===== src/sv/wmo_pkg.sv =====
// shared types, constants and sequencer encodings of the morphing wavetable oscillator
package wmo_pkg;

    localparam int TABLE_DEPTH = 256;
    localparam int ADDR_W      = $clog2(TABLE_DEPTH);
    localparam int VALUE_W     = 16;
    localparam int INDEX_W     = 8;
    localparam int PHASE_W     = 32;
    localparam int WEIGHT_W    = 9;
    localparam int FULL_WEIGHT = 256;
    localparam int MIX_SHIFT   = $clog2(FULL_WEIGHT);
    localparam int OUT_SCALE   = 20000;
    localparam int SCALE_W     = 15;
    localparam int HALF_SPAN   = 32768;
    localparam int SPAN_SHIFT  = 15;
    localparam int OUT_SHIFT   = MIX_SHIFT + SPAN_SHIFT - SCALE_W;
    localparam int QUO_W       = VALUE_W + 1;
    localparam int NORM_W      = QUO_W;
    localparam int ACC_W       = 26;
    localparam int MULT_W      = (SCALE_W > WEIGHT_W) ? SCALE_W : WEIGHT_W;
    localparam int SAMPLE_W    = 16;
    localparam int CFG_W       = 32;
    localparam int CNT_W       = $clog2(QUO_W + 1);

    typedef logic [ADDR_W-1:0]          addr_t;
    typedef logic [VALUE_W-1:0]         value_t;
    typedef logic [INDEX_W-1:0]         index_t;
    typedef logic [PHASE_W-1:0]         phase_t;
    typedef logic [WEIGHT_W-1:0]        weight_t;
    typedef logic [QUO_W-1:0]           quo_t;
    typedef logic signed [NORM_W-1:0]   norm_t;
    typedef logic signed [ACC_W-1:0]    acc_t;
    typedef logic [MULT_W-1:0]          mult_t;
    typedef logic signed [SAMPLE_W-1:0] sample_t;
    typedef logic [CFG_W-1:0]           cfg_data_t;
    typedef logic [0:0]                 cfg_idx_t;
    typedef logic [CNT_W-1:0]           cnt_t;

    localparam logic CMD_LOAD     = 1'b0;
    localparam logic CMD_TICK     = 1'b1;
    localparam logic SEL_FIRST    = 1'b0;
    localparam logic SEL_SECOND   = 1'b1;

    localparam cfg_idx_t REG_PHASE_STEP   = cfg_idx_t'(0);
    localparam cfg_idx_t REG_MORPH_WEIGHT = cfg_idx_t'(1);

    localparam phase_t  PHASE_STEP_RESET = phase_t'(13421773);
    localparam weight_t FULL_W           = weight_t'(FULL_WEIGHT);
    localparam quo_t    HALF_Q           = quo_t'(HALF_SPAN);
    localparam mult_t   SCALE_BITS       = mult_t'(OUT_SCALE);
    localparam value_t  VALUE_ALL_ONES   = '1;

    localparam cnt_t DIV_LAST   = cnt_t'(QUO_W - 1);
    localparam cnt_t MIX_LAST   = cnt_t'(WEIGHT_W - 1);
    localparam cnt_t SCALE_LAST = cnt_t'(SCALE_W - 1);

    typedef enum logic [2:0] {
        ST_IDLE,
        ST_READ,
        ST_DIV,
        ST_PREP,
        ST_MIX,
        ST_TURN,
        ST_SCALE,
        ST_DONE
    } state_t;

    typedef struct packed {
        logic div_start;
        logic div_step;
        logic mix_start;
        logic mix_step;
        logic scale_start;
        logic scale_step;
    } seq_ctl_t;

endpackage


===== src/sv/wmo_table.sv =====
// one wavetable memory with its running minimum and maximum
module wmo_table (
    input  logic            clk,
    input  logic            rst_n,
    input  logic            wr_en,
    input  wmo_pkg::addr_t  wr_addr,
    input  wmo_pkg::value_t wr_data,
    input  logic            rd_en,
    input  wmo_pkg::addr_t  rd_addr,
    output wmo_pkg::value_t rd_data,
    output wmo_pkg::value_t minimum,
    output wmo_pkg::value_t maximum
);

    wmo_pkg::value_t mem [wmo_pkg::TABLE_DEPTH];
    wmo_pkg::value_t rd_data_reg;
    wmo_pkg::value_t min_reg;
    wmo_pkg::value_t max_reg;

    always_ff @(posedge clk)
    begin
        if (wr_en)
        begin
            mem[wr_addr] <= wr_data;
        end
        if (rd_en)
        begin
            rd_data_reg <= mem[rd_addr];
        end
    end

    always_ff @(posedge clk or negedge rst_n)
    begin
        if (!rst_n)
        begin
            min_reg <= wmo_pkg::VALUE_ALL_ONES;
            max_reg <= '0;
        end
        else if (wr_en)
        begin
            if (wr_data < min_reg)
            begin
                min_reg <= wr_data;
            end
            if (wr_data > max_reg)
            begin
                max_reg <= wr_data;
            end
        end
    end

    assign rd_data = rd_data_reg;
    assign minimum = min_reg;
    assign maximum = max_reg;

endmodule


===== config.mk =====
export PLATFORM = sky130hd
export DESIGN_NAME = wmo_table
export DESIGN_NICKNAME = d
export VERILOG_FILES = /design/src/sv/wmo_pkg.sv /design/src/sv/wmo_table.sv
export SDC_FILE = /design/constraint.sdc
export NUM_CORES = 2
export LEC_CHECK = 0
export BUFFER_PORTS_ARGS = -buffer_cell sky130_fd_sc_hd__buf_2
export CAP_MARGIN = 40
export CORE_MARGIN = 3
export CORE_UTILIZATION = 31
export CTS_CLUSTER_DIAMETER = 30
export DETAILED_ROUTE_END_ITERATION = 10
export SETUP_SLACK_MARGIN = 0.3
export SYNTH_ARGS = -nofsm -noshare
export SYNTH_HDL_FRONTEND = slang
export SYNTH_SLANG_ARGS = --single-unit

===== constraint.sdc =====
create_clock -name clk -period 4.3 [get_ports clk]
set_input_delay 0.645 -clock clk [delete_from_list [all_inputs] [get_ports clk]]
set_output_delay 0.645 -clock clk [all_outputs]
set_load 0.02 [all_outputs]

* Yosys cells after proc, flatten, opt, wreduce, memory -nomap -nowiden
Memories as Yosys holds them, arrays and structs flattened. A register that Yosys moved wholly into a read port is not among the register bits.
Index checks and enable logic that the tools add are counted.
** Word-level totals
- Latch bits :: 0
- Register bits :: 32
- Memory bits (read-only) :: 0
- Memories :: 1
- Input port bits :: 36
- RAM bits :: 4096
** Memories
- mem :: depth 256, width 16, rd ports 1, clocked after Yosys merged registers in 1, write ports 1, line wmo_table.sv:15 : wmo_pkg::value_t mem [wmo_pkg::TABLE_DEPTH];
** Operators by class
- $lt $le $gt $ge :: 2
- Shift-type cells :: 0
- Muxes and demuxes :: 2
- Divide/modulo/power cells :: 0
- Reduce and logical (&&, ||, !) cells :: 2
- Eq/ne operators :: 0
- $add $sub $neg :: 0
- Multiply operators :: 0
- Bitwise gates (word level) :: 0
** Operator list (count)
- $gt 16x16->1 :: 1
- $lt 16x16->1 :: 1
- $reduce_and 2->1 :: 2
- $mux 1 :: 2

* Logic depth before layout (Yosys ltp)
- Depth after elaboration :: 2
- Mapped depth :: 12
- Mapped depth without buffers :: 9

* Worst setup path before layout
Ideal clock, no wire load.
- Path type :: input to register
- From :: in rd_addr[0]
- To :: reg rd_data_reg[12], in the netlist rd_data[12] (read register of mem), data pin
- Cell stages on the path :: 8
- Data required time :: 4.018 ns
- Arrival time :: 2.551 ns
- Slack :: 1.467 ns
- Path through :: buf_6 -> buf_6 -> buf_4 -> buf_2 -> mux4_2 -> mux4_2 -> nand2_1 -> a41oi_1
** RTL lines
- start, declared :: line wmo_table.sv:9 : input wmo_pkg::addr_t rd_addr,
- end, declared :: line wmo_table.sv:16 : wmo_pkg::value_t rd_data_reg;

==> results.md <==
- Synth warn: 0
- DP HPWL: 273.2 mm
- Clk root buf: clkbuf_16
- Clock Tree Buf Depth: 4
- PD cells: 533.7 nW/µm²
- Outcome: finished clean
- Count of input and output buffers: 83
- Yosys top cell by area: edfxtp_1
- CTS hold repair buffers: 9
- Skew-Pair Late Insertion Delay: 1.04 ns
- Endpoints failing setup: 0
- P&R area growth vs syn: 22.91%
- Fin crit share: 77.51%
- Clock Skew: 0.06696 ns
- Critical Path AT: 4.19 ns
- P_leak: 64.23 nW
- # DRC: 0
- Worst Hold Slack: 0.06543 ns
- Distinct cells, synth: 47
- Top sig layer: met5
- Mux cell area share after synthesis: 15.53%
- Number of global-route vias before repair: 84051
- Clock sinks: 4144
- Final nets: 8583
- Design area: 196300 µm²
- Fill cells: 45033
- Mapped Avg Cell Area: 21.36 µm²
- DIE HEIGHT: 723.7 µm
- Setup Buffers After CTS: 0
- Slew Viols, Final: 0
- H-tree lvl count: 6
- Vias per Instance: 5.247
- Post-Place Cell Area: 172700 µm²
- Cell-by-cell trace of the critical path: buf_12 > buf_12 > buf_12 > buf_4 > buf_4 > mux2i_1 > o22ai_1 > or3_1 > a21oi_1 > buf_4 > nor4_1 > nand3_1 > a41oi_1
- Area of the mapped netlist: 159700 µm²
- Synth area leaders: edfxtp_1 (77%), mux4_2 (12%), mux2i_1 (2.9%)
- Met3 WL: 44.42 mm
- Setup crit start kind: input port
- Initial antenna violation count: 33
- Drt wl/cell: 28.64 µm
- CP peak stage delay: 0.58 ns
- DRT met1 WL: 180.7 mm
- GPL Wtd Cong: 0.8444
- Routed Wire Length: 454.3 mm
- Compound-Gate Fraction of Synth Area: 2.455%
- Maxcap violations: 0
- Max Fclk: 0.3000 GHz
- Adder-cell share of the synthesized area: 0.2429%
- Critical setup path kind: in -> reg
- Core Footprint: 511100 µm²
- Antenna Violating Nets Remaining: 0
- PostCTS Resize Cnt: 0
- Share of layout cells above drive strength 1: 32.00%
- Commonest non-fill, non-tap cell in the layout: edfxtp_1
- Clock tree from TritonCTS: built
- Final Non-Filler Cells: 15861
- Async SR Flop Fraction: 0.7722%
- Num CTS Buffers: 688
- Most frequent cells in the layout: edfxtp_1 (4112), mux4_2 (877), clkbuf_16 (695)
- Met2 wire len: 212.6 mm
- Horiz. Die Dim: 723.7 µm
- RSZ-0062 raised after global routing: false
- Critical Path End Type: flop
- Initial Util: 31.25%
- Pin slew with the least headroom to its limit: 1.156 ns
- Placed cell count: 14548
- Syn nets: 7545
- Most used DFF post-synth: edfxtp_1
- Reg2reg path depth: 11
- Initial DRC Count: 10561
- Pin count of the biggest net entering global routing: 190
- Slew HR: 22.91%
- Final Core Density: 38.41%
- Worst-path clk slew: 0.05 ns
- Number of flops mapped to enable cells by yosys: 4112
- Largest register FFs: 4096
- Share of the synthesized area in the top cell type: 77.32%
- CP max FO: 23
- Drt pass-1 iters: 6
- I/O pins: 84
- Detailed-route via count: 83223
- Crit path buf inv count: 6
- Final min period: 3.333 ns
- Instance count on the critical path: 13
- Main combinational cell family by area after synthesis: multiplexers
- Synthesized flop and latch total: 4144
- CP Data Required Time: 5.16 ns
- Synth Instances: 7478
- Sequential area share after synthesis: 77.84%
- GR Util All Layers: 16.97%
- Maximum VDD drop: 0.4553 mV
- Hold Vio Cnt, Final: 0
- Top reg by flops: mem
- First-pass GRT wire length: 642.7 mm
- Worst Hold Depth: 1
- Worst Hold Class: in -> reg
- Delay-heaviest family, CP: buffers and inverters
- Post-synthesis xor/xnor area fraction: 0%
- Synth Area in Simple Gates: 2.343%
- Total grt overflow: 0
- FP Rows: 262
- Slowest cell on crit path: nor4_1
- Full die area: 523800 µm²
[worst register-to-register path, stage by stage, from the launching register on]
cell and delay (ns):
edfxtp_1 0.36, mux4_2 0.47, nand2_1 0.11, nand2_1 0.13
a2111oi_0 0.78, buf_4 0.29, nor4_1 0.12, buf_2 0.26
buf_12 0.13, nand3_1 0.11, buf_12 0.11, a41oi_1 0.03
[stage by stage]
| stage | total power, mW | TNS, ns | setup WS, ns |
|---|---|---|---|
| CTS | 105.3 | 0 | 1.050 |
| floorplan | 48.43 | 0 | 1.467 |
| global route | 107.6 | 0 | 0.8767 |
| global placement | 50.88 | -2.297 | -0.9531 |
| detailed placement | 51.02 | -0.07906 | -0.07217 |
| finish | 104.8 | 0 | 0.9671 |
[layer usage]
layer / global-route usage, % / vias up
met1: 23.25 / 44330
met4: 5.882 / 8
met2: 26.74 / 4465
met3: 3.751 / 797
met5: 0 / -
li1: - / 33623
[synth_stat cells (all sizes together), types with 3 or more instances]
library cell and number:
o2111ai 15, a22oi 27, nor3 17, a22o 39
edfxtp 4112, ha 31, or3 27, a31oi 3
inv 33, nand2 422, nand2b 3, mux2 32
o21ai 34, nand3 56, nor4 24, mux2i 469
a2111oi 85, buf 259, a211oi 8, mux4 877
clkbuf 179, and2 7, a221oi 15, nand4 24
a21oi 42, a211o 15, dfrtp 16, a41oi 14
nor2b 19, nor2 289, o22ai 244, a21o 10
and3 4, dfstp 16
[area by class of cell]
type | instances | area (µm²) | share of cell area, %
well taps | 6732 | 8423 | 4.291
repair buffers | 786 | 6779 | 3.454
clock buffers | 750 | 17600 | 8.966
multi-input cells | 2863 | 33220 | 16.92
clock inverters | 522 | 5756 | 2.932
diodes | 31 | 77.57 | 0.03952
inverters | 33 | 128.9 | 0.06566
flip-flops and latches | 4144 | 124300 | 63.33
[power breakdown]
group	total, mW	switching, mW	leakage [nW]	internal (mW)
clock network	54.5	19.8	11.2	34.7
logic	5.23	3.33	15.7	1.90
registers	45.0	0.224	37.3	44.8
[worst paths after layout]
path / startpoint / end / slack (ns)
min in group asynchronous: rst_n / maximum[4] / 0.22
max in group asynchronous: rst_n / maximum[7] / 3.61
worst min-delay path: wr_data[15] / mem[29][15] / 0.07
worst max-delay path: rd_addr[0] / rd_data[2] / 0.97
worst max register to register: mem[204][8] / rd_data[8] / 1.09
worst min register to register: maximum[7] / maximum[7] / 0.54
[logic make-up after synthesis]
group,after synthesis
flip-flops,4144
multiplexers,1378
AND/OR/NAND/NOR,896
AO/OA/AOI/OAI,558
buffers and inverters,471
adder cells (fa/ha/maj),31
(Power assumes the default switching activity.)
