[src/sv/wmo_pkg.sv]
// shared types, constants and sequencer encodings of the morphing wavetable oscillator
package wmo_pkg;

    localparam int TABLE_DEPTH = 256;
    localparam int ADDR_W      = $clog2(TABLE_DEPTH);
    localparam int VALUE_W     = 16;
    localparam int INDEX_W     = 8;
    localparam int PHASE_W     = 32;
    localparam int WEIGHT_W    = 9;
    localparam int FULL_WEIGHT = 256;
    localparam int MIX_SHIFT   = $clog2(FULL_WEIGHT);
    localparam int OUT_SCALE   = 20000;
    localparam int SCALE_W     = 15;
    localparam int HALF_SPAN   = 32768;
    localparam int SPAN_SHIFT  = 15;
    localparam int OUT_SHIFT   = MIX_SHIFT + SPAN_SHIFT - SCALE_W;
    localparam int QUO_W       = VALUE_W + 1;
    localparam int NORM_W      = QUO_W;
    localparam int ACC_W       = 26;
    localparam int MULT_W      = (SCALE_W > WEIGHT_W) ? SCALE_W : WEIGHT_W;
    localparam int SAMPLE_W    = 16;
    localparam int CFG_W       = 32;
    localparam int CNT_W       = $clog2(QUO_W + 1);

    typedef logic [ADDR_W-1:0]          addr_t;
    typedef logic [VALUE_W-1:0]         value_t;
    typedef logic [INDEX_W-1:0]         index_t;
    typedef logic [PHASE_W-1:0]         phase_t;
    typedef logic [WEIGHT_W-1:0]        weight_t;
    typedef logic [QUO_W-1:0]           quo_t;
    typedef logic signed [NORM_W-1:0]   norm_t;
    typedef logic signed [ACC_W-1:0]    acc_t;
    typedef logic [MULT_W-1:0]          mult_t;
    typedef logic signed [SAMPLE_W-1:0] sample_t;
    typedef logic [CFG_W-1:0]           cfg_data_t;
    typedef logic [0:0]                 cfg_idx_t;
    typedef logic [CNT_W-1:0]           cnt_t;

    localparam logic CMD_LOAD     = 1'b0;
    localparam logic CMD_TICK     = 1'b1;
    localparam logic SEL_FIRST    = 1'b0;
    localparam logic SEL_SECOND   = 1'b1;

    localparam cfg_idx_t REG_PHASE_STEP   = cfg_idx_t'(0);
    localparam cfg_idx_t REG_MORPH_WEIGHT = cfg_idx_t'(1);

    localparam phase_t  PHASE_STEP_RESET = phase_t'(13421773);
    localparam weight_t FULL_W           = weight_t'(FULL_WEIGHT);
    localparam quo_t    HALF_Q           = quo_t'(HALF_SPAN);
    localparam mult_t   SCALE_BITS       = mult_t'(OUT_SCALE);
    localparam value_t  VALUE_ALL_ONES   = '1;

    localparam cnt_t DIV_LAST   = cnt_t'(QUO_W - 1);
    localparam cnt_t MIX_LAST   = cnt_t'(WEIGHT_W - 1);
    localparam cnt_t SCALE_LAST = cnt_t'(SCALE_W - 1);

    typedef enum logic [2:0] {
        ST_IDLE,
        ST_READ,
        ST_DIV,
        ST_PREP,
        ST_MIX,
        ST_TURN,
        ST_SCALE,
        ST_DONE
    } state_t;

    typedef struct packed {
        logic div_start;
        logic div_step;
        logic mix_start;
        logic mix_step;
        logic scale_start;
        logic scale_step;
    } seq_ctl_t;

endpackage

[src/sv/wmo_div.sv]
// bit-serial restoring divider for the normalization quotient
module wmo_div (
    input  logic              clk,
    input  logic              rst_n,
    input  wmo_pkg::seq_ctl_t ctl,
    input  wmo_pkg::value_t   value,
    input  wmo_pkg::value_t   minimum,
    input  wmo_pkg::value_t   maximum,
    output wmo_pkg::quo_t     quotient
);

    wmo_pkg::quo_t   rem_reg;
    wmo_pkg::quo_t   quo_reg;
    wmo_pkg::value_t den_reg;
    logic            first_reg;
    wmo_pkg::quo_t   trial;
    wmo_pkg::quo_t   diff;
    logic            ge;

    always_comb
    begin
        trial = first_reg ? rem_reg : {rem_reg[wmo_pkg::QUO_W-2:0], 1'b0};
        ge    = trial >= {1'b0, den_reg};
        diff  = trial - {1'b0, den_reg};
    end

    always_ff @(posedge clk)
    begin
        if (ctl.div_start)
        begin
            rem_reg <= {1'b0, value - minimum};
            den_reg <= maximum - minimum;
            quo_reg <= '0;
        end
        else if (ctl.div_step)
        begin
            rem_reg <= ge ? diff : trial;
            quo_reg <= {quo_reg[wmo_pkg::QUO_W-2:0], ge};
        end
    end

    always_ff @(posedge clk or negedge rst_n)
    begin
        if (!rst_n)
        begin
            first_reg <= 1'b0;
        end
        else if (ctl.div_start)
        begin
            first_reg <= 1'b1;
        end
        else if (ctl.div_step)
        begin
            first_reg <= 1'b0;
        end
    end

    assign quotient = quo_reg;

endmodule

[config.mk]
export PLATFORM = sky130hd
export DESIGN_NAME = wmo_div
export DESIGN_NICKNAME = d
export VERILOG_FILES = /design/src/sv/wmo_pkg.sv /design/src/sv/wmo_div.sv
export SDC_FILE = /design/constraint.sdc
export NUM_CORES = 1
export LEC_CHECK = 0
export BUFFER_PORTS_ARGS = -buffer_cell sky130_fd_sc_hd__buf_2
export CAP_MARGIN = 20
export CELL_PAD_IN_SITES_DETAIL_PLACEMENT = 0
export CELL_PAD_IN_SITES_GLOBAL_PLACEMENT = 1
export CORE_MARGIN = 2
export CORE_UTILIZATION = 35
export CTS_BUF_LIST = sky130_fd_sc_hd__clkbuf_8
export CTS_CLUSTER_DIAMETER = 80
export DETAILED_ROUTE_END_ITERATION = 8
export PLACE_DENSITY_LB_ADDON = 0.1
export SLEW_MARGIN = 20
export SYNTH_ARGS = -nofsm -noshare
export SYNTH_HDL_FRONTEND = slang
export SYNTH_SLANG_ARGS = --single-unit
[constraint.sdc]
create_clock -name clk -period 9.2 [get_ports clk]
set_input_delay 0.92 -clock clk [delete_from_list [all_inputs] [get_ports clk]]
set_output_delay 0.92 -clock clk [all_outputs]
set_load 0.05 [all_outputs]
Yosys cells after proc, flatten, opt, wreduce, memory -nomap -nowiden. Cells that the tools add are included.

Add/subtract/negate cells: 3. Magnitude comparators: 1. Multiplexer cells: 6. Reductions and logical operators: 1.

Operator list (number): 2-to-1 mux 17 bit (2); 2-to-1 mux 16 bit (2); subtractor 16 bit (2); greater-or-equal comparator 17 x 16 -> 1 bit (1); subtractor 17 x 16 -> 17 bit (1); 2-to-1 mux 1 bit (2); nonzero test 2 bit (1).

Flip-flop bits (word level): 51. Input bits: 56. Output and inout bits: 17. Word-level logic and storage cells: 16.

Logic depth before layout (Yosys ltp).
Word-level depth: 5. Gate-level depth with buffers: 14.

Worst setup path before layout. No wires, ideal clock.

Path type: register to register. From: register first_reg. To: register rem_reg[16]. Data arrival time: 3.258 ns. Data required time: 9.109 ns. Setup slack: 5.851 ns. Cell stages (with the launch flop): 12. Buffers on the path: 2. Path through: dfrtp_1 buf_2 buf_1 mux2_2 fa_1 a211oi_2 o21ai_1 a21oi_2 o221ai_2 a221o_1 or3_1 a311oi_1.

Longest elaborated chain between the ends: 3. Elaborated cells on any way between the ends: 4. Those cells by class: 1 x add/sub; 1 x order compare; 2 x mux.

Ends and longest elaborated chain: start: declaration (RTL line wmo_div.sv:15) `logic first_reg;`; start signal: assignment (RTL line wmo_div.sv:46) `first_reg <= 1'b0;`; start signal: assignment (RTL line wmo_div.sv:50) `first_reg <= 1'b1;`; start signal: assignment (RTL line wmo_div.sv:54) `first_reg <= 1'b0;`; 2-to-1 mux 17 bit (*) (RTL line wmo_div.sv:22) `trial = first_reg ? rem_reg : {rem_reg[wmo_pkg::QUO_W-2:0], 1'b0};`; subtractor 17 x 16 -> 17 bit or greater-or-equal comparator 17 x 16 -> 1 bit (tied branches) (RTL line wmo_div.sv:24, wmo_div.sv:23); 2-to-1 mux 17 bit (*) (RTL line wmo_div.sv:37) `rem_reg <= ge ? diff : trial;`; end signal: assignment (RTL line wmo_div.sv:31) `rem_reg <= {1'b0, value - minimum};`; end signal: assignment (RTL line wmo_div.sv:37); end: declaration (RTL line wmo_div.sv:12) `wmo_pkg::quo_t rem_reg;`.

Every way passes the cells marked *; elsewhere a longest branch is shown, timed or not. A chain may end at the register's enable or synchronous reset.

Worst setup path after layout.
From: register first_reg. To: register rem_reg[6], data pin.

Longest elaborated chain between the ends: 5. Elaborated cells on any way between the ends: 6. Those cells by class: 1 x add/sub; 1 x order compare; 4 x mux.

Ends and longest elaborated chain: 2-to-1 mux 17 bit (*) (RTL line wmo_div.sv:22); subtractor 17 x 16 -> 17 bit or greater-or-equal comparator 17 x 16 -> 1 bit (tied branches) (RTL line wmo_div.sv:24, wmo_div.sv:23); 2-to-1 mux 17 bit (*) (RTL line wmo_div.sv:37); 2-to-1 mux 16 bit (*) (RTL line wmo_div.sv:35) `else if (ctl.div_step)`; 2-to-1 mux 16 bit (*) (RTL line wmo_div.sv:29) `if (ctl.div_start)`.

Every way passes the cells marked *; elsewhere a longest branch is shown, timed or not. The select of a mux whose other input is x is not followed.

==> results.py <==
metrics = {
    "pwr": {
        "vdd_drop_max_v": 0.0000978,
        "p_total_uw": 1200,
        "p_leak_uw": 0.00231,
        "p_per_area_mw_per_mm2": 238,
    },
    "synth": {
        "synth_top_cell_by_area": "edfxtp_1",
        "seq_area_frac_synth_pct": 30.3,
        "yosysTopAreaCellShare_pct": 21.6,
        "synth_area_mm2": 0.00445,
        "synth_nets": 601,
        "synth_flop_cell": "edfxtp_1",
        "netlist_top_cells_area": "edfxtp_1 (22%), ha_1 (13%), dfxtp_1 (8.1%), mux2i_1 (5.2%), nor2_1 (4.2%)",
        "synth_cell_types": 72,
        "yosysWarnings": 0,
        "synth_commonest_cells": "nor2_1 (50), inv_1 (47), ha_1 (46)",
        "synth_cells": 496,
        "synth_async_sr_flop_share_pct": 1.96,
        "syn_area_per_cell_um2": 8.97,
        "synth_edf_count": 32,
        "yosysMostFrequentCell": "nor2_1",
        "ys_ff_latch": 51,
    },
    "worst_setup_path": {
        "crit_slowest_cell": "dfrtp_1",
        "cp.buffers_inverters": 0,
        "critical_path_class": "flip-flop to flip-flop",
        "max_stage_delay_ns": 0.90,
        "r2r-start": "first_reg",
        "path_cells": "mux2_2, ha_1, nand4_1, or4_1, o21ai_2, a21o_4, or2_1, mux2i_1, o21ai_1",
        "crit_path_start": "first_reg",
        "critPathLaunchType": "flip-flop",
        "crit_path_max_fanout": 18,
        "reg2reg_slack_ns": 5.31,
        "critPathTopFamily": "simple AND/OR/NAND/NOR gates",
        "cp-end-kind": "flip-flop",
        "crit_required_ns": 9.25,
        "cp.depth": 9,
        "cp-endpoint": "rem_reg[6]",
        "worstRegToRegCells": 9,
        "cp.arrival_ns": 3.94,
        "worstReg2RegEnd": "rem_reg[6]",
    },
    "clock_tree": {
        "holdBufCountCts": 0,
        "htreeDepth": 2,
        "cts_setup_buffers": 0,
        "clkSlewWorstSetupHoldPaths_ns": 0.10,
        "cts_tree": "built",
        "cts_root_buf": "clkbuf_8",
        "cts_buffers": 5,
        "cts_sinks": 51,
        "cts_resized": 0,
        "cts_max_path_buffers": 2,
        "clk_latency_ns": 0.31,
    },
    "detailed_routing": {
        "drt-initial-drc-count": 204,
        "drc": 0,
        "drtPass1Iterations": 4,
        "vias": 3705,
        "antenna_left": 0,
        "vias_per_cell": 5.08,
        "wirelength_mm": 10.3,
        "wl_per_cell_um": 14.1,
    },
    "global_routing": {
        "antenna_found_initial": 0,
        "grt_pass1_wl_mm": 17.0,
        "grt_max_degree": 56,
        "grt_usage_pct": 15.7,
        "grt_pass1_vias": 3577,
        "gr-total-overflow": 0,
    },
    "die": {
        "initial_core_util_pct": 35.5,
        "die_y_um": 117,
        "dieArea_mm2": 0.0136,
        "core_mm2": 0.0125,
        "die_x_um": 117,
        "ios": 73,
        "rows": 41,
    },
    "layout": {
        "nets": 661,
        "drive_above_1_share_pct": 18.5,
        "area_growth_pct": 13.6,
        "antenna_cells": 0,
        "stdcell_area_mm2": 0.00505,
    },
    "sta": {
        "drv_slew": 0,
        "fin_tns_setup_ns": 0,
        "fin_crit_ns": 3.89,
        "worst_hold_slack_ns": 0.364,
        "grt_setup_unrepaired": "false",
        "fin_crit_sh_pct": 42.3,
        "finalHoldViolCount": 0,
        "finalClockSkew_ns": 0.00282,
        "max_slew_margin_pct": 39.6,
        "fmax_mhz": 257,
        "finalSetupViolations": 0,
        "tightest_slew_ns": 0.905,
    },
    "run_status": {
        "status": "finished, final reports clean",
    },
    "placed_design": {
        "gp_congestion": 0.752,
        "portBuffers": 68,
        "dpl.hpwl_mm": 7.97,
        "post_dp_cell_area_mm2": 0.00494,
    },
    "job": {
        "maxCapViolCount": 0,
    },
    "min_path": {
        "hold_path.class": "primary input to asynchronous set/reset pin",
    },
}
==> per-stage QoR <==
step	instances	worst slack (ns)	util (%)
global placement	721	5.39	39.5
detailed placement	721	5.34	39.5
CTS	729	5.31	40.4
floorplan	496	5.85	-
global route	729	5.07	40.4
finish	729	5.31	40.4
==> how the worst min path moves through the flow <==
stage,start,to,slack (ns),depth (start not counted)
floorplan,rem_reg[16],rem_reg[16],0.46,2
detailed placement,quotient[16],quotient[16],0.48,2
global placement,rem_reg[16],rem_reg[16],0.47,2
global route,rst_n,first_reg,0.35,1
CTS,rst_n,first_reg,0.36,1
finish,rst_n,first_reg,0.36,1
==> layer usage <==
| metal | track usage, % | up-vias | wire, um |
|---|---|---|---|
| met4 | 3.37 | 0 | 80 |
| met2 | 26.4 | 65 | 4700 |
| met1 | 21.6 | 1705 | 5180 |
| met5 | 0 | - | 0 |
| li1 | - | 1930 | - |
| met3 | 1.87 | 5 | 283 |
==> placed cells by master (no fill, tap or decap), types with 12 or more instances in the layout <==
cell / n
nand2_1: 29
buf_2: 68
nand3_1: 12
o21ai_0: 16
dfxtp_1: 18
mux2_2: 16
edfxtp_1: 32
inv_1: 47
ha_1: 46
a21oi_1: 25
nor2_1: 50
mux2i_1: 23
xnor2_1: 20
==> layout make-up <==
type / instances / area [um^2]
clock buffers: 5 / 68.8
clock inverters: 3 / 43.8
fillers: 1305 / 7460
inverters: 47 / 176
multi-input cells: 382 / 2860
flip-flops and latches: 51 / 1350
well taps: 172 / 215
repair buffers: 69 / 348
==> report_power, final <==
part,switching (uW),internal (uW)
registers,24.7,312
logic,400,306
clock network,80.6,81.2
total,506,699
==> cells by family after synthesis <==
family          after synthesis  synth area share (%)
simple gates                139                  14.7
compound gates              124                  19.8
buf+inv                      63                  5.54
flops                        51                  30.3
fa+ha+maj                    49                  14.3
mux                          40                  9.48
xor+xnor                     30                  5.91
==> worst register-to-register path, cell delays in order (launching register included) <==
cell     delay (ns)
dfrtp_1        0.90
mux2_2         0.43
ha_1           0.46
nand4_1        0.13
or4_1          0.50
o21ai_2        0.23
a21o_4         0.14
or2_1          0.47
mux2i_1        0.29
o21ai_1        0.08
Note: power is estimated with default switching activity, not from simulation.
