## src/sv/wmo_pkg.sv

```systemverilog
// shared types, constants and sequencer encodings of the morphing wavetable oscillator
package wmo_pkg;

    localparam int TABLE_DEPTH = 256;
    localparam int ADDR_W      = $clog2(TABLE_DEPTH);
    localparam int VALUE_W     = 16;
    localparam int INDEX_W     = 8;
    localparam int PHASE_W     = 32;
    localparam int WEIGHT_W    = 9;
    localparam int FULL_WEIGHT = 256;
    localparam int MIX_SHIFT   = $clog2(FULL_WEIGHT);
    localparam int OUT_SCALE   = 20000;
    localparam int SCALE_W     = 15;
    localparam int HALF_SPAN   = 32768;
    localparam int SPAN_SHIFT  = 15;
    localparam int OUT_SHIFT   = MIX_SHIFT + SPAN_SHIFT - SCALE_W;
    localparam int QUO_W       = VALUE_W + 1;
    localparam int NORM_W      = QUO_W;
    localparam int ACC_W       = 26;
    localparam int MULT_W      = (SCALE_W > WEIGHT_W) ? SCALE_W : WEIGHT_W;
    localparam int SAMPLE_W    = 16;
    localparam int CFG_W       = 32;
    localparam int CNT_W       = $clog2(QUO_W + 1);

    typedef logic [ADDR_W-1:0]          addr_t;
    typedef logic [VALUE_W-1:0]         value_t;
    typedef logic [INDEX_W-1:0]         index_t;
    typedef logic [PHASE_W-1:0]         phase_t;
    typedef logic [WEIGHT_W-1:0]        weight_t;
    typedef logic [QUO_W-1:0]           quo_t;
    typedef logic signed [NORM_W-1:0]   norm_t;
    typedef logic signed [ACC_W-1:0]    acc_t;
    typedef logic [MULT_W-1:0]          mult_t;
    typedef logic signed [SAMPLE_W-1:0] sample_t;
    typedef logic [CFG_W-1:0]           cfg_data_t;
    typedef logic [0:0]                 cfg_idx_t;
    typedef logic [CNT_W-1:0]           cnt_t;

    localparam logic CMD_LOAD     = 1'b0;
    localparam logic CMD_TICK     = 1'b1;
    localparam logic SEL_FIRST    = 1'b0;
    localparam logic SEL_SECOND   = 1'b1;

    localparam cfg_idx_t REG_PHASE_STEP   = cfg_idx_t'(0);
    localparam cfg_idx_t REG_MORPH_WEIGHT = cfg_idx_t'(1);

    localparam phase_t  PHASE_STEP_RESET = phase_t'(13421773);
    localparam weight_t FULL_W           = weight_t'(FULL_WEIGHT);
    localparam quo_t    HALF_Q           = quo_t'(HALF_SPAN);
    localparam mult_t   SCALE_BITS       = mult_t'(OUT_SCALE);
    localparam value_t  VALUE_ALL_ONES   = '1;

    localparam cnt_t DIV_LAST   = cnt_t'(QUO_W - 1);
    localparam cnt_t MIX_LAST   = cnt_t'(WEIGHT_W - 1);
    localparam cnt_t SCALE_LAST = cnt_t'(SCALE_W - 1);

    typedef enum logic [2:0] {
        ST_IDLE,
        ST_READ,
        ST_DIV,
        ST_PREP,
        ST_MIX,
        ST_TURN,
        ST_SCALE,
        ST_DONE
    } state_t;

    typedef struct packed {
        logic div_start;
        logic div_step;
        logic mix_start;
        logic mix_step;
        logic scale_start;
        logic scale_step;
    } seq_ctl_t;

endpackage

```

## src/sv/wmo_mix.sv

```systemverilog
// bit-serial crossfade and output scaling with truncation toward zero
module wmo_mix (
    input  logic              clk,
    input  logic              rst_n,
    input  wmo_pkg::seq_ctl_t ctl,
    input  wmo_pkg::quo_t     quo_a,
    input  wmo_pkg::quo_t     quo_b,
    input  wmo_pkg::weight_t  weight,
    output wmo_pkg::sample_t  sample
);

    wmo_pkg::acc_t  acc_reg;
    wmo_pkg::acc_t  mcand_reg;
    wmo_pkg::mult_t mult_reg;
    logic           sticky_reg;
    wmo_pkg::norm_t n1;
    wmo_pkg::norm_t n2;
    wmo_pkg::acc_t  addend;
    wmo_pkg::acc_t  sum;
    wmo_pkg::acc_t  floor_q;
    wmo_pkg::acc_t  res;
    logic           lost;
    logic           rnd;

    always_comb
    begin
        n1      = wmo_pkg::norm_t'(quo_a - wmo_pkg::HALF_Q);
        n2      = wmo_pkg::norm_t'(quo_b - wmo_pkg::HALF_Q);
        addend  = mult_reg[0] ? mcand_reg : '0;
        sum     = acc_reg + addend;
        floor_q = acc_reg >>> wmo_pkg::OUT_SHIFT;
        lost    = sticky_reg | (|acc_reg[wmo_pkg::OUT_SHIFT-1:0]);
        rnd     = acc_reg[wmo_pkg::ACC_W-1] & lost;
        res     = floor_q + wmo_pkg::acc_t'(rnd);
        sample  = res[wmo_pkg::SAMPLE_W-1:0];
    end

    always_ff @(posedge clk)
    begin
        if (ctl.mix_start)
        begin
            acc_reg   <= wmo_pkg::acc_t'(n1) <<< wmo_pkg::MIX_SHIFT;
            mcand_reg <= wmo_pkg::acc_t'(n2) - wmo_pkg::acc_t'(n1);
            mult_reg  <= wmo_pkg::mult_t'(weight);
        end
        else if (ctl.mix_step)
        begin
            acc_reg   <= sum;
            mcand_reg <= mcand_reg <<< 1;
            mult_reg  <= mult_reg >> 1;
        end
        else if (ctl.scale_start)
        begin
            acc_reg   <= '0;
            mcand_reg <= acc_reg;
            mult_reg  <= wmo_pkg::SCALE_BITS;
        end
        else if (ctl.scale_step)
        begin
            acc_reg  <= sum >>> 1;
            mult_reg <= mult_reg >> 1;
        end
    end

    always_ff @(posedge clk or negedge rst_n)
    begin
        if (!rst_n)
        begin
            sticky_reg <= 1'b0;
        end
        else if (ctl.scale_start)
        begin
            sticky_reg <= 1'b0;
        end
        else if (ctl.scale_step)
        begin
            sticky_reg <= sticky_reg | sum[0];
        end
    end

endmodule

```

## config.mk

```make
export PLATFORM = sky130hd
export DESIGN_NAME = wmo_mix
export DESIGN_NICKNAME = d
export VERILOG_FILES = /design/src/sv/wmo_pkg.sv /design/src/sv/wmo_mix.sv
export SDC_FILE = /design/constraint.sdc
export NUM_CORES = 1
export LEC_CHECK = 0
export BUFFER_PORTS_ARGS = -buffer_cell sky130_fd_sc_hd__buf_4
export CAP_MARGIN = 20
export CORE_ASPECT_RATIO = 1.5
export CORE_MARGIN = 2
export CORE_UTILIZATION = 54
export DETAILED_ROUTE_END_ITERATION = 6
export GPL_TIMING_DRIVEN = 1
export HOLD_SLACK_MARGIN = 0.03
export PLACE_DENSITY = 0.76
export SYNTH_ARGS = -nofsm -noshare
export SYNTH_HDL_FRONTEND = slang
export SYNTH_SLANG_ARGS = --single-unit
```

## constraint.sdc

```tcl
create_clock -name clk -period 2.9 [get_ports clk]
set_clock_uncertainty 0.15 [all_clocks]
set_input_delay 0.58 -clock clk [delete_from_list [all_inputs] [get_ports clk]]
set_output_delay 0.58 -clock clk [all_outputs]
set_load 0.005 [all_outputs]
```

# ---- Yosys cells after proc, flatten, opt, wreduce, memory -nomap -nowiden
# Cells that the tools add are included.
dict set report totals {
  elab_cells 35
  reg_bits 68
}
dict set report op_classes {
  muxes 14
  bitwise_logic 3
  n_reduce_logical 6
  n_addsub 5
}
# operator count
set op_table {}
lappend op_table {{2-to-1 mux 26 bit} 8}
lappend op_table {{subtractor 17 x 16 -> 17 bit (second input constant)} 2}
lappend op_table {{2-to-1 mux 15 bit} 2}
lappend op_table {{adder 26 bit} 1}
lappend op_table {{subtractor 17 x 17 -> 18 bit} 1}
lappend op_table {{adder 16 x 2 -> 16 bit} 1}
lappend op_table {{2-to-1 mux 14 bit} 1}
lappend op_table {{2-to-1 mux 9 bit} 1}
lappend op_table {{OR reduction 8 bit} 1}
lappend op_table {{nonzero test 3 bit} 2}
lappend op_table {{nonzero test 4 bit} 1}
lappend op_table {{2-to-1 mux 1 bit} 2}
lappend op_table {{OR 1 bit} 2}
lappend op_table {{nonzero test 2 bit} 1}
lappend op_table {{OR reduction 2 bit} 1}
lappend op_table {{bitwise AND 1 bit} 1}

# ---- Logic depth before layout (Yosys ltp)
# Gate-level depths: netlist of the first run.
dict set report logic_depth {
  ltp_word 6
  ltp_mapped 14
  ltp_nobuf 13
}

# ---- Worst setup path before layout of the first run
# Ideal clock, no wire load.
dict set report synth_timing {
  path_kind {register to register}
  start {register mult_reg[0]}
  end {register acc_reg[23], data pin}
  arrival_time_ns 2.566
  setup_ns 0.296
  slack_ns -0.112
  path_stages_with_launch 15
  path_buffers 1
  synth_period_minus_slack_ns 3.012
  cell_sequence {edfxtp_1 > clkbuf_1 > and2_1 > ha_1 > inv_1 > fa_1 > nor2b_1 > o31a_1 > o21ai_1 > a21oi_1 > o22ai_1 > o21ai_0 > a21oi_1 > xor2_1 > o221ai_1}
}
dict set report synth_via {
  elab_chain_len 6
}
# item line
set synth_lines {}
lappend synth_lines {{from (decl)} wmo_mix.sv:14} ;# wmo_pkg::mult_t mult_reg;
lappend synth_lines {{from (signal assigned)} wmo_mix.sv:44} ;# mult_reg <= wmo_pkg::mult_t'(weight);
lappend synth_lines {{from (signal assigned)} wmo_mix.sv:50} ;# mult_reg <= mult_reg >> 1;
lappend synth_lines {{from (signal assigned)} wmo_mix.sv:56} ;# mult_reg <= wmo_pkg::SCALE_BITS;
lappend synth_lines {{2-to-1 mux 26 bit *} wmo_mix.sv:29} ;# addend = mult_reg[0] ? mcand_reg : '0;
lappend synth_lines {{adder 26 bit *} wmo_mix.sv:30} ;# sum = acc_reg + addend;
lappend synth_lines {{2-to-1 mux 26 bit} wmo_mix.sv:58} ;# else if (ctl.scale_step)
lappend synth_lines {{2-to-1 mux 26 bit} wmo_mix.sv:52} ;# else if (ctl.scale_start)
lappend synth_lines {{2-to-1 mux 26 bit *} wmo_mix.sv:46} ;# else if (ctl.mix_step)
lappend synth_lines {{2-to-1 mux 26 bit *} wmo_mix.sv:40} ;# if (ctl.mix_start)
lappend synth_lines {{to (signal assigned)} wmo_mix.sv:42} ;# acc_reg <= wmo_pkg::acc_t'(n1) <<< wmo_pkg::MIX_SHIFT;
lappend synth_lines {{to (signal assigned)} wmo_mix.sv:48} ;# acc_reg <= sum;
lappend synth_lines {{to (signal assigned)} wmo_mix.sv:60} ;# acc_reg <= sum >>> 1;
lappend synth_lines {{to (decl)} wmo_mix.sv:12} ;# wmo_pkg::acc_t acc_reg;
# Every way passes the cells marked *; elsewhere a longest branch is shown, timed or not. The select of a mux whose other input is x is not followed.
# A chain may end at the register's enable or synchronous reset.

# ---- Worst setup path in the final report of the first run
dict set report layout_timing {
  start {register mult_reg[0]}
  end {register acc_reg[21], data pin}
}
# Same word-level chain as after synthesis.

==> out/results.txt, run 1 <==
The run finished, with violations left. The final reports fail on negative setup slack. Together, buffers and inverters on the worst path number 4. Kind of capture point of the worst setup path: a flip-flop.

The worst hold path begins at mult_reg[14]$_SDFFE_PP0P_. After floorplanning, the core was sized to cover 10100 um2. Summed over all cells, the static leakage comes to 3.34 nW.

Maximum fanout count along the critical path: 10. TritonCTS built the clock tree. The average vias per placed instance was 6.39; the y dimension of the die was 129 um.

CTS placed an instance of sky130_fd_sc_hd__clkbuf_16 at the clock tree root. Leaving out fill and tap cells, the most frequent cell in the layout is sky130_fd_sc_hd__buf_4. The HPWL after detailed placement is 12800 um, and the H-tree depth is 3.

Count of buffers from port buffering: 64. The run gives 0 as the post-route DRC violation count. The worst pin sits at a relative slew slack of 68.4%. Counting every net in the synthesized netlist gives 717. For this run, asynchronously set or reset flops after synthesis account for 1.47%. STA puts the critical path data required time at 2.82 ns. Global routing used 31.3% of the available tracks across all layers.

The number of CTS-inserted buffers is 9. The startpoint of the worst register-to-register path was mult_reg[0]$_DFFE_PP_. The logs give 0 for the count of yosys warnings during synthesis and 55.5% for the effective utilization at floorplan. Data on the critical path arrives at its endpoint at 3.08 ns. Total of endpoints with negative setup slack in the final report: 14. The tools report the count of inserted antenna diode cells as 0. The kind of critical path was flip-flop to flip-flop.

The total die area came out at 11200 um2. Setup repair after global routing could not meet its margin everywhere. The logs give 0 for the number of antenna violations at the first check in global routing and 75.5% for the utilization after layout. Derived from the worst setup path, the maximum achievable clock frequency is 316 MHz. The detailed router's first-iteration violation count is 408, and the via count of the routed design is 5684. The maximum number of pins on one net before global-route repair is 60. The pre-antenna-repair detailed-routing pass consisted of 5 iterations. For this run, the register share of the synthesized area comes to 33.9%.

Tracing the worst setup path back leads to its startpoint at mult_reg[0]$_DFFE_PP_. After detailed routing, the average wire length per cell comes to 20.5 um. Among all flip-flop cells after synthesis, the most frequent one is sky130_fd_sc_hd__edfxtp_1. The power density over the cells was 584 nW/um2. Of the available clock period, the critical path in the final layout requires 109%. The average cell area after synthesis came out at 9.02 um2. On the critical path the largest part of the delay comes from compound AO/OA/AOI/OAI gates. The worst-case IR drop observed on VDD is 0.552 mV. The run gives 0 as the total of max-cap violations.

The first-pass GRT wire length was 27100 um. The final weighted congestion in routability-driven placement came out at 0.999. Number of endpoints with negative hold slack in the final report: 0.

After clock tree synthesis, the clock-pin slew on the worst setup and hold paths is 0.06 ns. The detail route stage leaves a number of antenna-violating nets equal to 0. Row generation in the floorplan step produced 45 rows. The unique cell type count in the Yosys netlist was 66; the number of clock sinks seen by CTS was 68.

The worst slack at placement is -0.386 ns, and the largest buffer count on any clock path is 2. In the layout the commonest cells are sky130_fd_sc_hd__buf_4, sky130_fd_sc_hd__edfxtp_1, sky130_fd_sc_hd__a21oi_1. The number of flip-flops and latches in the synthesized netlist was 68. The fraction of layout cells with a size suffix above 1 works out to 33.5%.

The cell count after synthesis came out at 620. Area growth from synthesis to layout: 36.1%. The synthesized netlist occupies a cell area of 5590 um2. The worst setup path is launched from a flip-flop.

The signal on the critical path passes through buf_6 > and2_1 > ha_4 > o21a_1 > o211ai_1 > buf_4 > buf_4 > a21oi_2 > o22ai_2 > buf_4 > o21bai_1 > xnor2_1 > o221ai_1. The tools report the final-report max-slew violation count as 0. 67 I/O pins were placed. The number of global-route vias before repair is 5625. The most numerous cell on the critical path was sky130_fd_sc_hd__buf_4. The path class of the tightest hold or removal check is flip-flop to flip-flop.

The final critical path time including I/O delays and setup came out at 3.16 ns. The cell with the largest stage delay on the worst path was sky130_fd_sc_hd__edfxtp_1. The final routed wirelength across all metal layers came out at 18200 um. Counting flops with a built-in enable in the synthesized netlist gives 53. The biggest cell delay along the critical path is 0.41 ns, and the net count of the finished layout is 864.

The setup slack of the critical path after layout was -0.261 ns. Total overflow reported by the global router: 0. For the pin with the worst max-slew slack, the measured transition is 0.471 ns. The die is 87.1 um wide. The clock latency at the later pin of the worst-skew pair is 0.35 ns.
-- logic make-up (layout without fill, tap and decap cells) --
kind of cell / count (synthesis) / after routing / synth area share (%)
buffers and inverters: 56 / 208 / 3.76
adders and majority gates: 46 / 46 / 10.6
AOI/OAI and AO/OA: 203 / 203 / 24.2
and+or+nand+nor: 177 / 177 / 16.1
xor gates and xnor gates: 47 / 47 / 7.36
DFF: 68 / 68 / 33.9
muxes: 23 / 23 / 4.14
-- stage by stage --
step | total power [mW] | hold WS (ns) | std cells | setup TNS, ns | cell area (um2)
2_1_floorplan | 2.35 | 0.134 | 620 | -0.0771 | 5640
3_3_place_gp | 2.96 | 0.207 | 865 | -3.69 | 6860
3_5_place_dp | 3.03 | 0.207 | 865 | -5.81 | 6860
4_1_cts | 4.20 | 0.338 | 885 | -1.49 | 7300
5_1_grt | 4.63 | 0.384 | 889 | -4.53 | 7610
6_report | 4.44 | 0.344 | 889 | -2.14 | 7610
-- worst reg2reg max path: stages, from the launching register on --
cell                       delay (ns)
sky130_fd_sc_hd__edfxtp_1        0.41
sky130_fd_sc_hd__buf_6           0.17
sky130_fd_sc_hd__and2_1          0.17
sky130_fd_sc_hd__ha_4            0.24
sky130_fd_sc_hd__o21a_1          0.20
sky130_fd_sc_hd__o211ai_1        0.32
sky130_fd_sc_hd__buf_4           0.19
sky130_fd_sc_hd__buf_4           0.10
sky130_fd_sc_hd__a21oi_2         0.04
sky130_fd_sc_hd__o22ai_2         0.27
sky130_fd_sc_hd__buf_4           0.16
sky130_fd_sc_hd__o21bai_1        0.06
sky130_fd_sc_hd__xnor2_1         0.24
sky130_fd_sc_hd__o221ai_1        0.16
-- routing by layer --
metal	vias to the layer above	GRT usage, %	wire (um)
li1	2605	-	-
met1	2710	34.0	6460
met2	281	55.9	9570
met3	88	4.04	1060
met4	0	20.5	1120
met5	-	0	0
-- worst paths after layout --
path | endpoint | slack (ns) | cells after the start
hold reg to reg | mult_reg[13]$_SDFFE_PP0P_ | 0.34 | 2
setup / recovery | acc_reg[21]$_DFFE_PP_ | -0.26 | 13
max in group asynchronous | sticky_reg$_DFFE_PN0P_ | 2.10 | 2
setup reg to reg | acc_reg[21]$_DFFE_PP_ | -0.26 | 13
min in group asynchronous | sticky_reg$_DFFE_PN0P_ | 0.42 | 2
hold / removal | mult_reg[13]$_SDFFE_PP0P_ | 0.34 | 2
-- power breakdown --
part           total (mW)  internal, mW  switching, mW
registers            1.37          1.25          0.121
logic                1.93         0.957          0.977
clock network        1.13         0.672          0.462
total                4.44          2.88           1.56
-- cell type report --
type                       count  area, um2
multi-input combinational    496       3900
fill                         679       2470
sequential                    68       1910
timing repair buffer         160       1240
clock buffer                   9        225
tap                          117        146
inverter                      32        120
clock inverter                 7       71.3
-- synthesized netlist by cell type, types with 5 or more instances --
library cell	count	area share, %
sky130_fd_sc_hd__a21oi_1	53	4.7
sky130_fd_sc_hd__and3_1	7	0.78
sky130_fd_sc_hd__o21bai_1	5	0.67
sky130_fd_sc_hd__mux2i_1	22	3.9
sky130_fd_sc_hd__xor2_1	17	2.7
sky130_fd_sc_hd__a22o_1	8	1.3
sky130_fd_sc_hd__ha_1	44	9.8
sky130_fd_sc_hd__nand2_1	43	2.9
sky130_fd_sc_hd__and2_1	27	3.0
sky130_fd_sc_hd__a211oi_1	10	1.3
sky130_fd_sc_hd__nand3_1	20	1.8
sky130_fd_sc_hd__xnor2_1	30	4.7
sky130_fd_sc_hd__edfxtp_1	53	28
sky130_fd_sc_hd__a21o_1	10	1.3
sky130_fd_sc_hd__or3_1	6	0.67
sky130_fd_sc_hd__clkbuf_1	22	1.5
sky130_fd_sc_hd__dfxtp_1	14	5.0
sky130_fd_sc_hd__nor2_1	36	2.4
sky130_fd_sc_hd__o21ai_0	48	4.3
sky130_fd_sc_hd__o22ai_1	5	0.56
sky130_fd_sc_hd__a221oi_1	8	1.3
sky130_fd_sc_hd__inv_1	30	2.0
sky130_fd_sc_hd__nor3_1	6	0.54
sky130_fd_sc_hd__o21a_1	11	1.5
sky130_fd_sc_hd__nor2b_1	10	1.1
-- what timing repair did --
action,4_1_cts,5_1_grt
pin swaps,9,24
hold buffers,1,0
setup endpoints to repair,30,35
hold endpoints to repair,1,0
setup buffers,3,4
resized for setup,24,58
Note: power is estimated with default switching activity, not from simulation.
==> run 2, diff against run 1 <==
Settings changed: MAX_ROUTING_LAYER from default to met4.
==> run 2 against run 1 <==
Against the previous run: cell area is 3.1% higher; critical path type unchanged; largest power group unchanged; largest cell class unchanged; final cell count is 1.8% higher; highest routed layer unchanged; the run still ends with negative setup slack left; fmax is 2.8% lower; total power is 2.8% higher; register-to-register slack worse by 0.09 ns; flip-flop and latch count stayed put; core utilization is 2.4 points higher; sequential power hardly changed; clock-buffer cell count stayed put.
==> out/results.txt, run 2 (synthesized netlist as in run 1, its figures left out) <==
The run finished, with violations left. The final reports fail on negative setup slack. The detail-routed net length per standard cell was 21.7 um (+5.8%); the static leakage was 3.43 nW (+2.7%). Fraction of layout cells with a size suffix above 1: 37.1% (+3.5 points). The horizontal die dimension works out to 87.1 um (unchanged). For the number of antenna violations at the first check in global routing, the log shows 0 (unchanged). The logs give 9 (unchanged) for the number of CTS-inserted buffers and 1.04 (+4.3%) for the final weighted congestion in routability-driven placement.

The maximum fanout count along the critical path is 5 (-5). The average vias per placed instance was 6.44 (+0.69%); the count of buffers from port buffering was 64 (unchanged). The run gives 33 (-45%) as the maximum number of pins on one net before global-route repair. The final antenna-violating net count is 0 (unchanged), and the number of clock sinks seen by CTS is 68 (unchanged).

The total die area was 11200 um2 (unchanged); the share of the cycle needed by the critical path after routing was 112% (+3.2 points). The setup path with the least slack is of type flip-flop to flip-flop. The peak supply drop is 0.405 mV (-27%). The tools report the final-report max-slew violation count as 0 (unchanged).

The cell count after placement was 866 (+0.12%); the effective utilization at floorplan was 55.5% (unchanged). The cell family contributing the most delay on the critical path was compound AO/OA/AOI/OAI gates. The clock slew at the register clock pins of the worst setup and hold paths was 0.06 ns (about the same).

The run gives 45 (unchanged) as the number of core rows. The worst slack at placement is -0.365 ns (+0.0208 ns), and the data required time of the critical path is 2.82 ns (about the same). H-tree depth: 3 (unchanged). TritonCTS built the clock tree. The HPWL after detailed placement was 12900 um (+1.2%).

The library cell used most frequently in the layout, excluding fill and tap cells, is sky130_fd_sc_hd__buf_4. The power density over the cells was 582 nW/um2 (-0.35%). STA classifies the critical path endpoint as a flip-flop. The path class of the tightest hold or removal check is flip-flop to flip-flop. The number of detailed-routing iterations run before antenna repair was 7 (+2). For the net count of the finished layout, the log shows 880 (+1.9%). The clock latency at the later pin of the worst-skew pair was 0.34 ns (about the same). The number of global-route vias before repair is 5786 (+2.9%), and the setup slack of the critical path after layout is -0.353 ns (-0.0919 ns). The biggest cell delay along the critical path is 0.43 ns (+0.02 ns). For the highest clock rate, the log shows 307 MHz (-2.8%). The signal on the critical path passes through buf_6 > and2_4 > ha_4 > inv_2 > fa_2 > nor2b_4 > o31a_1 > o21a_1 > a21oi_2 > o21bai_1 > a21boi_1 > xnor2_1 > a221o_1.

The transition at the pin with the smallest max-transition slack came out at 0.484 ns (+0.0127 ns). The library cells used most frequently in the layout, excluding fill and tap cells, are sky130_fd_sc_hd__buf_4, sky130_fd_sc_hd__edfxtp_1, sky130_fd_sc_hd__nand2_1. The number of standard cells in the layout, taps in and fillers out was 905 (+1.8%). The global routing usage summed across all routing layers was 34.3% (+3.0 points); the post-route total power was 4.56 mW (+2.8%). The total of endpoints with negative setup slack in the final report was 21 (+7). The via count of the routed design was 5826 (+2.5%); the area growth from synthesis to layout was 40.3%. The total of max-cap violations came out at 0 (unchanged). The final routed wirelength across all metal layers came out at 19600 um (+7.7%). Final critical path time including I/O delays and setup: 3.25 ns (+0.0919 ns). STA classifies the critical path startpoint as a flip-flop. The detailed router's first-iteration violation count was 556 (+36%).

On the critical path, the stage with the largest delay is an instance of sky130_fd_sc_hd__edfxtp_1. The boundary pin count was 67 (unchanged). The first-pass GRT wire length was 28700 um (+6.0%); the y dimension of the die was 129 um (unchanged). The arrival time reported for the critical path endpoint is 3.18 ns (+0.10 ns). Setup repair after global routing could not meet its margin everywhere.

The tools report the clock root buffer as sky130_fd_sc_hd__clkbuf_16. The total overflow reported by the global router was 0 (unchanged); the largest buffer count on any clock path was 2 (unchanged). The max-slew headroom at the worst pin is 67.6% (-0.85 points), and the count of inserted antenna diode cells is 0 (unchanged).

The critical path buffer and inverter count came out at 2 (-2). For the number of endpoints with negative hold slack in the final report, the log shows 0 (unchanged). The area of the core is 10100 um2 (unchanged), and the post-route DRC violation count is 0 (unchanged).
==> run 2: cell count changes in the layout (fill, tap and decap cells not counted), sizes merged <==
| cell | change |
|---|---|
| clkinv | +1 |
| clkinvlp | +1 |
| inv | -2 |
| buf | +16 |
==> run 2: path summary, 6_finish.rpt <==
| path | from | end | slack, ns | cells past startpoint |
|---|---|---|---|---|
| worst max-delay path | mult_reg[0]$_DFFE_PP_ | acc_reg[11]$_DFFE_PP_ | -0.35 | 13 |
| worst min-delay path | mult_reg[14]$_SDFFE_PP0P_ | mult_reg[13]$_SDFFE_PP0P_ | 0.33 | 2 |
| worst max register to register | mult_reg[0]$_DFFE_PP_ | acc_reg[11]$_DFFE_PP_ | -0.35 | 13 |
| worst min register to register | mult_reg[14]$_SDFFE_PP0P_ | mult_reg[13]$_SDFFE_PP0P_ | 0.33 | 2 |
| max in group asynchronous | rst_n | sticky_reg$_DFFE_PN0P_ | 2.09 | 2 |
| min in group asynchronous | rst_n | sticky_reg$_DFFE_PN0P_ | 0.43 | 2 |
==> run 2: metrics by stage <==
step / utilization, % / area, um2 / hold WS (ns) / TNS, ns
after global placement: 68.0 / 6850 / 0.207 / -3.82
final: 77.9 / 7850 / 0.333 / -4.23
after global routing: 77.9 / 7850 / 0.366 / -6.51
after detailed placement: 68.0 / 6850 / 0.207 / -5.71
after floorplan: - / 5640 / 0.134 / -0.0771
after CTS: 73.2 / 7380 / 0.328 / -3.33
==> run 2: final cells by class <==
cell class | instances | area [um2]
Clock buffer | 9 | 225
Clock inverter | 7 | 72.6
Fill cell | 628 | 2230
Inverter | 32 | 120
Multi-Input combinational cell | 496 | 4020
Sequential cell | 68 | 1910
Tap cell | 117 | 146
Timing Repair Buffer | 176 | 1350
==> run 2: what timing repair did <==
| action | 4_1_cts | 5_1_grt |
|---|---|---|
| endpoints found under the setup margin | 30 | 34 |
| endpoints found under the hold margin | 1 | 0 |
| buffers inserted | 13 | 15 |
| pin swaps | 30 | 43 |
| cloned | 1 | 0 |
| resized for setup | 31 | 71 |
| hold buffers | 1 | 0 |
==> run 2: tightest hold or removal path: cells and delay by family, from the launching register on <==
family | cells | cell delay, ns
compound gates | 1 | 0.07
flops | 1 | 0.31
simple gates | 1 | 0.05
==> run 2: routing by layer <==
layer | routed length [um] | global-route usage, % | part of all wire (%) | vias up
met1 | 6710 | 36.5 | 34 | 2746
li1 | - | - | - | 2635
met3 | 1320 | 5.26 | 6.7 | 113
met5 | 0 | - | 0 | -
met2 | 10200 | 58.2 | 52 | 332
met4 | 1360 | 22.4 | 6.9 | 0
==> run 2: report_power, final <==
part           leakage (nW)  total [mW]  switching, mW  internal, mW
clock network         0.147        1.13          0.464         0.670
logic                  2.58        2.06           1.06          1.01
registers             0.701        1.37          0.116          1.25
==> run 3, diff against run 2 <==
Settings changed: ABC_AREA from default to 1, CORE_UTILIZATION 54 to 55.
==> run 3 against run 2 <==
Against the previous run: the flow still finishes with violations (negative setup slack); combinational power shrank 24%; wire length decreased by 5.0%; core utilization down 9.6 points; cell area grew 0.27%; via count grew 17%; critical endpoint is now sample[14]; critical path type is now flip-flop to output port; area after synthesis is 17% higher; largest cell class unchanged; sequential share of layout area fell by 0.18 points.
==> out/results.txt, run 3 <==
The detail-routed net length per standard cell is 14.9 um (-31%). For the net count of the finished layout, the log shows 1192 (+35%). The cell depth of the worst flop-to-flop path was 15 (+2). The hold-critical path depth is 2 (unchanged).

The launching element type of the critical path is a flip-flop. The boundary pin count was 67 (unchanged); the gate count after technology mapping was 1011 (+63%). The number of flip-flops and latches in the synthesized netlist works out to 68 (unchanged). Setup repair after global routing could not meet its margin everywhere. The number of global-route vias before repair was 6154 (+6.4%). Average vias per placed instance: 5.47 (-15%).

Number of endpoints with negative hold slack in the final report: 0 (unchanged). The share of Yosys cell area claimed by the top area cell type is 24.4% (-4.1 points), and the final critical path time including I/O delays and setup is 3.08 ns (-0.175 ns). For the data required time of the critical path, the log shows 2.17 ns (-0.65 ns). The total die area is 12800 um2 (+14%). The tools report the part of the total power dissipated in combinational logic as 38.9% (-6.3 points). The flow ran to the end, but the final reports show violations. Count of inserted antenna diode cells: 0 (unchanged).

Fill cell total of the finished layout: 1047 (+67%). The kind of capture point of the worst setup path is an output port. sky130_fd_sc_hd__nand2_1 is the most common cell in the netlist. The logs give 1.49 mW (-9.1%) for the net switching power and 0.354 mV (-13%) for the peak supply drop. The most used flip-flop cell after synthesis was sky130_fd_sc_hd__edfxtp_1.

The logs give 1108 (+55%) for the net count after synthesis and 0.285 ns (-0.0476 ns) for the worst slack on hold paths. For the area of the core, the log shows 11500 um2 (+14%). For the arrival time reported for the critical path endpoint, the log shows 2.35 ns (-0.83 ns).

The setup slack of the critical path after layout was -0.178 ns (+0.175 ns). The average cell area after synthesis is 6.46 um2 (-28%), and the maximum fanout count along the critical path is 2 (-3). Y dimension of the die: 137 um (+6.8%). The most common library cell in the layout ignoring fill and taps was sky130_fd_sc_hd__nand2_1. The path class of the tightest hold or removal check is input pin to flip-flop. Leaving out fill and tap cells, the most frequent cells in the layout are sky130_fd_sc_hd__nand2_1, sky130_fd_sc_hd__inv_1, sky130_fd_sc_hd__buf_4.

Number of detailed-routing iterations run before antenna repair: 6 (-1). Sorting the synthesized cells by area gives the leading types as sky130_fd_sc_hd__edfxtp_1, sky130_fd_sc_hd__nand2_1, sky130_fd_sc_hd__inv_1. The tools report the static leakage as 4.24 nW (+23%).

The sequential share of the synthesized area came out at 29.1% (-4.9 points). The tree is rooted in a sky130_fd_sc_hd__clkbuf_16. By startpoint and endpoint, the worst setup path is classified as flip-flop to output port. The tools report the first-pass GRT wire length as 29600 um (+3.1%). The maximum number of pins on one net before global-route repair was 56 (+70%); the post-route DRC violation count was 0 (unchanged).

The number of synthesized flops with an enable pin works out to 53 (unchanged). The effective utilization at floorplan was 56.6% (+1.1 points); the fraction of layout cells with a size suffix above 1 was 14.5% (-23 points). The number of core rows is 48 (+6.7%), and the count of yosys warnings during synthesis is 0 (unchanged). The share of total power in sequential cells is 33.7% (+3.7 points). The detailed router's first-iteration violation count was 550 (-1.1%). The total overflow reported by the global router was 0 (unchanged); the clock share of power was 27.4% (+2.6 points). For the H-tree depth, the log shows 3 (unchanged). The tools report the largest buffer count on any clock path as 2 (unchanged). The total of max-cap violations is 0 (unchanged).

For the global routing usage summed across all routing layers, the log shows 30.3% (-4.0 points). The proportion of register bits with asynchronous set or reset after synthesis works out to 1.47% (unchanged). The power density over the cells was 509 nW/um2 (-12%). For the highest clock rate, the log shows 325 MHz (+5.7%). The utilization after layout is 68.2% (-9.6 points), and the clock slew at the register clock pins of the worst setup and hold paths is 0.06 ns (about the same). The logs give 0 (unchanged) for the final-report max-slew violation count and 0 (unchanged) for the number of antenna violations at the first check in global routing. The post-route total power was 4.01 mW (-12%); the number of clock sinks seen by CTS was 68 (unchanged). For the total of endpoints with negative setup slack in the final report, the log shows 9 (-57%). Final weighted congestion in routability-driven placement: 0.931 (-11%). The post-synthesis instance area is 6530 um2 (+17%).

The internal portion of total power is 2.52 mW (-14%). The final routed wirelength across all metal layers is 18600 um (-5.0%). The unique cell type count in the Yosys netlist came out at 40 (-39%). The final antenna-violating net count was 0 (unchanged); the switching share of power was 37.1% (+1.3 points). The final reports fail on negative setup slack.

The clock latency at the later pin of the worst-skew pair is 0.34 ns (about the same). Via count of the routed design: 6833 (+17%). The final sum of negative setup slack came out at -0.939 ns (+3.29 ns).

The HPWL after detailed placement is 14200 um (+9.8%). The transition at the pin with the smallest max-transition slack is 0.618 ns (+0.134 ns). The share of the cycle needed by the critical path after routing came out at 106% (-6.0 points).

The run gives 58.8% (-8.8 points) as the max-slew headroom at the worst pin. The area growth from synthesis to layout was 20.6%; the horizontal die dimension was 92.9 um (+6.7%). TritonCTS built the clock tree. Counting instances in the post-synthesis netlist gives the leading cell types as sky130_fd_sc_hd__nand2_1, sky130_fd_sc_hd__inv_1, sky130_fd_sc_hd__nor2_1. The count of buffers from port buffering was 64 (unchanged).

The run gives 9 (unchanged) as the number of CTS-inserted buffers. Of all cell types, the one taking the most synthesized area is sky130_fd_sc_hd__edfxtp_1.
[run 3: critical path: stages (launching register included)]
cell and delay (ns):
sky130_fd_sc_hd__edfxtp_1 0.37, sky130_fd_sc_hd__inv_2 0.08, sky130_fd_sc_hd__a31oi_4 0.17, sky130_fd_sc_hd__ha_4 0.17
sky130_fd_sc_hd__buf_4 0.11, sky130_fd_sc_hd__ha_4 0.13, sky130_fd_sc_hd__nand3_4 0.09, sky130_fd_sc_hd__nor3_4 0.14
sky130_fd_sc_hd__nand4_1 0.17, sky130_fd_sc_hd__nor2_2 0.20, sky130_fd_sc_hd__nand3_1 0.11, sky130_fd_sc_hd__xor2_1 0.15
sky130_fd_sc_hd__buf_4 0.13
[run 3: power by group through the flow]
stage	registers (mW)	clock network [mW]	logic [mW]
floorplan	1.32	0	0.983
global placement	1.34	0	1.43
detailed placement	1.35	0	1.44
CTS	1.34	1.11	1.48
global route	1.37	1.15	1.74
finish	1.35	1.10	1.56
[run 3: final timing paths]
| path | start | end | slack [ns] |
|---|---|---|---|
| worst min-delay path | ctl[1] | sticky_reg$_DFFE_PN0P_ | 0.29 |
| worst max-delay path | acc_reg[25]$_DFFE_PP_ | sample[14] | -0.18 |
| max in group asynchronous | rst_n | sticky_reg$_DFFE_PN0P_ | 2.07 |
| worst min register to register | mult_reg[12]$_SDFFE_PP0P_ | mult_reg[11]$_SDFFE_PP0P_ | 0.32 |
| worst max register to register | mult_reg[0]$_DFFE_PP_ | acc_reg[21]$_DFFE_PP_ | 0.18 |
| min in group asynchronous | rst_n | sticky_reg$_DFFE_PN0P_ | 0.45 |
[run 3: metrics by stage]
step / std cells / area [um2] / setup slack, ns
final: 1250 / 7870 / -0.178
after CTS: 1245 / 7710 / -0.221
after global placement: 1220 / 7270 / 0.0745
after floorplan: 1011 / 6530 / 0.121
after global routing: 1250 / 7870 / -0.277
after detailed placement: 1220 / 7270 / 0.0314
[run 3: layout make-up]
cell class	count	area, um2	share of cell area [%]
clock buffers	12	279	3.55
clock inverters	4	28.8	0.366
inverters	174	653	8.30
multi-input cells	744	4040	51.4
flip-flops and latches	68	1900	24.2
well taps	150	188	2.39
repair buffers	98	774	9.84
[run 3: cell families after synthesis]
logic type | share of synthesized area (%)
buffers and inverters | 11.5
AND/OR/NAND/NOR | 34.6
flip-flops | 29.1
XOR/XNOR | 3.62
adder cells (fa/ha/maj) | 9.05
AO/OA/AOI/OAI | 12.1
[run 3: what timing repair did]
item | in CTS | in global routing
gates resized for setup | 15 | 25
endpoints found under the hold margin | 1 | 0
pin swaps | 5 | 8
hold buffers | 1 | 0
endpoints found under the setup margin | 9 | 27
buffers inserted | 8 | 5
[run 3: routing by layer]
layer  part of all wire (%)  vias to the layer above  global-route usage, %
li1                       -                     3421                      -
met1                     42                     3139                   38.5
met2                     50                      238                   51.0
met3                    5.6                       35                   3.17
met4                    2.5                        0                   9.72
met5                      0                        -                      -
